### config.mk
export PLATFORM = sky130hd
export DESIGN_NAME = fpalu_div_stage
export DESIGN_NICKNAME = d
export VERILOG_FILES = /design/src/rtl/core/fpalu_div_stage.sv
export SDC_FILE = /design/constraint.sdc
export NUM_CORES = 1
export LEC_CHECK = 0
export BUFFER_PORTS_ARGS = -buffer_cell sky130_fd_sc_hd__buf_4
export CAP_MARGIN = 20
export CORE_MARGIN = 2
export CORE_UTILIZATION = 40
export DETAILED_ROUTE_END_ITERATION = 10
export PLACE_DENSITY = 0.69
export SLEW_MARGIN = 20
export SYNTH_ARGS = -nofsm -noshare
export SYNTH_HDL_FRONTEND = slang
export SYNTH_SLANG_ARGS = --single-unit
### constraint.sdc
create_clock -name clk -period 8.3 [get_ports clk]
set_clock_uncertainty 0.1 [all_clocks]
set_input_delay 0.415 -clock clk [delete_from_list [all_inputs] [get_ports clk]]
set_output_delay 0.415 -clock clk [all_outputs]
set_load 0.005 [all_outputs]
### src/rtl/core/fpalu_div_stage.sv
`timescale 1ns / 1ps
// ---------------------------------------------------------------------------
// fpalu_div_stage: one restoring-division step with a pipeline register
// Shifts one numerator bit into the partial remainder and records one
// quotient bit. Holds its outputs while the pipe stalls.
// ---------------------------------------------------------------------------
module fpalu_div_stage #(
  parameter int NW = 40,
  parameter int DW = 32,
  parameter int BIT = 0
) (
  input  logic          clk,
  input  logic          en,
  input  logic [NW-1:0] num_in,
  input  logic [DW:0]   rem_in,
  input  logic [NW-1:0] quo_in,
  input  logic [DW-1:0] den_in,
  output logic [NW-1:0] num_out,
  output logic [DW:0]   rem_out,
  output logic [NW-1:0] quo_out,
  output logic [DW-1:0] den_out
);

  logic [DW+1:0] trial;
  logic [DW+1:0] sub;
  logic [DW:0]   rem_nxt;
  logic [NW-1:0] quo_nxt;

  // Compare-subtract for one quotient bit
  always_comb begin
    trial   = {rem_in, num_in[BIT]};
    sub     = trial - {2'b00, den_in};
    quo_nxt = quo_in;
    if (!sub[DW+1]) begin
      rem_nxt      = sub[DW:0];
      quo_nxt[BIT] = 1'b1;
    end else begin
      rem_nxt = trial[DW:0];
    end
  end

  always_ff @(posedge clk) begin
    if (en) begin
      num_out <= num_in;
      rem_out <= rem_nxt;
      quo_out <= quo_nxt;
      den_out <= den_in;
    end
  end

endmodule

==> flow_summary.toml <==
[power]
p_per_area_mw_per_mm2 = 210.2
leakagePower_uw = 0.004244
switching_share = 0.2603
power.clock.fraction = 0.362
power_frac_seq = 0.447
pwr-share-comb = 0.191
ir_worst_vdd_v = 0.0001373
p_sw_uw = 529.2
intPower_uw = 1504
p_total_uw = 2033

[route]
wl_per_cell_um = 18.07
via_count = 4980
ant_nets = 0
wl_met2_um = 9325
drc = 0
routed_via_density = 5.000
wl_um = 18000
met1_length_um = 6926
met3_length_um = 1381
drtIter0Drc = 249
dr.pass1.iters = 5
routed.top_layer = "met4"

[timing]
setup_viol = 0
fin_crit_ps = 3522
rsz0062_at_grt = "no"
slew_violations = 0
fmax_mhz = 283.9
worst_pin_slew_ps = 1014
setup_tns_ps = 0
relSlewSlack = 0.3238
fin_crit_sh = 0.4244
finalHoldViolations = 0

[clock_tree]
clkTransAtPathRegs_ps = 70
postCtsHoldBufs = 0
cts_tree = "yes"
numCtsBuffers = 17
cts-htree-levels = 4
cts.path.max_buffers = 2
clkSinkCount = 145
cts_setup_buffers = 0
clock-root-buffer = "clkbuf_16"
cts_resized = 0

[worst_setup_path]
crit_type = "primary input to flip-flop"
cp_max_fo = 28
crit_arrival_ps = 3590
required_ps = 8370
cpMaxStageDelayCell = "o41a_1"
critical-path-top-delay-family = "compound AO/OA/AOI/OAI gates"
path_buf_inv = 1
cp-end-kind = "flip-flop"
slowest_delay_ps = 540
worst_setup_path_start_kind = "primary input"
crit_chain = "buf_4 > ha_1 > a21oi_1 > o211ai_1 > nand4_1 > a31oi_1 > o41a_1 > o31a_4 > nor2_8 > mux2_2"

[layout]
fillers = 1365
seq_area_mm2 = 0.004354
stdcell_area_mm2 = 0.009672
n_antenna_cell = 0
drive_gt1_frac = 0.4613
fin_nets = 943
syn_to_final_growth_pct = 44.68
post-route-util = 0.5874
final_cell_count_no_fill = 996
multiInputGateArea_mm2 = 0.002130

[min_path]
hold_depth = 1
hold_end = "quo_out[32]"
worstHoldStart = "quo_in[32]"
holdCritPathClass = "primary input to flip-flop"

[logic_synthesis]
synth_edf_count = 145
syn_nets = 638
ys.flop_type = "edfxtp_1"
synth_top_area_cell = "edfxtp_1"
synthTopCellsByArea = "edfxtp_1, ha_1, mux2_4"
ys.warnings.count = 0
synth_seq_cells = 145
syn_area_per_cell_um2 = 14.60
synthArstFlopShare = 0
ys_types = 47
synth_top_area_share = 0.6513
netlist_area_mm2 = 0.006685
ys_seq_area_frac = 0.6513
synth_cells = 458

[die]
ioPinCount = 292
die_h_um = 133.3
core_area_mm2 = 0.01647
initial_utilization = 0.4060
rows = 47
die_area_mm2 = 0.01776
die_w_um = 133.3

[global_route]
antenna_found_initial = 0
grtUsageTotal = 0.1975
grt_pass1_vias = 5174
grt_max_degree = 85
grt_overflow_total = 0
grt_pass1_wl_um = 27210

[job]
maxCapViolCount = 0

[place]
routabilityCongestion = 0.9332
dpl_cell_area_mm2 = 0.009101
post-dp-hpwl_um = 13900
port_buffers = 291
placed_cells_incl_taps = 964

[run_status]
status = "completed"
## synth_stat cells (2+ instances only)
| library cell | instances |
|---|---|
| and3_1 | 3 |
| o211ai_1 | 3 |
| o31ai_1 | 5 |
| buf_12 | 2 |
| nor2_1 | 19 |
| nand3_1 | 7 |
| or3_1 | 3 |
| and4_1 | 3 |
| clkbuf_1 | 4 |
| o21bai_1 | 2 |
| o21a_1 | 4 |
| a31oi_1 | 6 |
| mux2_2 | 9 |
| o31a_1 | 2 |
| nand4_1 | 4 |
| mux2_4 | 20 |
| inv_1 | 39 |
| nand2_1 | 15 |
| nor3_1 | 9 |
| a21o_1 | 9 |
| xnor2_1 | 15 |
| o22ai_1 | 2 |
| a211oi_1 | 7 |
| xor2_1 | 9 |
| o21ai_0 | 24 |
| ha_1 | 32 |
| edfxtp_1 | 145 |
| a21oi_1 | 29 |
| and3b_1 | 2 |
| nand2b_1 | 6 |
| o221ai_1 | 2 |
| and2_1 | 2 |
## kinds of logic after synthesis
family | share of synthesized area
compound gates | 0.09957
fa+ha+maj | 0.06289
mux | 0.06008
buf+inv | 0.03013
simple gates | 0.06457
flops | 0.6513
xor+xnor | 0.03144
## metrics by stage
step | hold WS, ps | setup slack, ps
6_report | 65.72 | 4778
5_1_grt | 47.43 | 4568
4_1_cts | 50.53 | 4792
3_5_place_dp | 494.3 | 4349
3_3_place_gp | 494.0 | 4415
2_1_floorplan | 413.9 | 4940
## per-layer routing
metal | up-vias | global-route usage
met1 | 2377 | 0.2183
met2 | 220 | 0.3597
met4 | 0 | 0.06856
met5 | - | 0
li1 | 2359 | -
met3 | 24 | 0.06050
## sequential cells by signal, indices dropped and copies added, names as in the netlist
| register | cells |
|---|---|
| num_out | 40 |
| rem_out | 33 |
| den_out | 32 |
| quo_out | 40 |
## how the worst max path moves through the flow
stage	endpoint	cells past startpoint	from	slack, ps
after floorplan	rem_out[10]	11	den_in[1]	4940
after global placement	rem_out[7]	10	rem_in[9]	4420
after detailed placement	rem_out[6]	10	rem_in[13]	4350
after CTS	rem_out[5]	10	rem_in[13]	4790
after global routing	rem_out[5]	10	rem_in[13]	4570
final	rem_out[7]	10	rem_in[13]	4780
## cell usage in the layout (no fill, tap or decap), drive strengths merged, types with 3 or more instances in the layout
cell type	count
and4	3
o211ai	3
o31a	3
ha	32
a21oi	30
nor3	9
a31oi	6
mux2	29
or3	3
and3	3
buf	292
xor2	9
nand4	4
o31ai	5
o21ai	24
nor2	20
a21o	9
clkinv	6
a211oi	7
o21a	4
clkbuf	17
xnor2	15
nand3	7
nand2b	6
inv	47
edfxtp	145
nand2	15
## power by group through the flow
stage               Combinational (uW)  Sequential, uW  Clock, uW
floorplan                          166             933          0
CTS                                392             910        753
detailed placement                 390             925          0
finish                             388             909        736
global placement                   383             924          0
global route                       419             916        780
## layout make-up
class,count,area share
well taps,220,0.02846
clock buffers,17,0.04398
multi-input cells,268,0.2202
flip-flops and latches,145,0.4502
clock inverters,15,0.01501
repair buffers,292,0.2270
inverters,39,0.01514
Power figures use the tool's default switching activity.
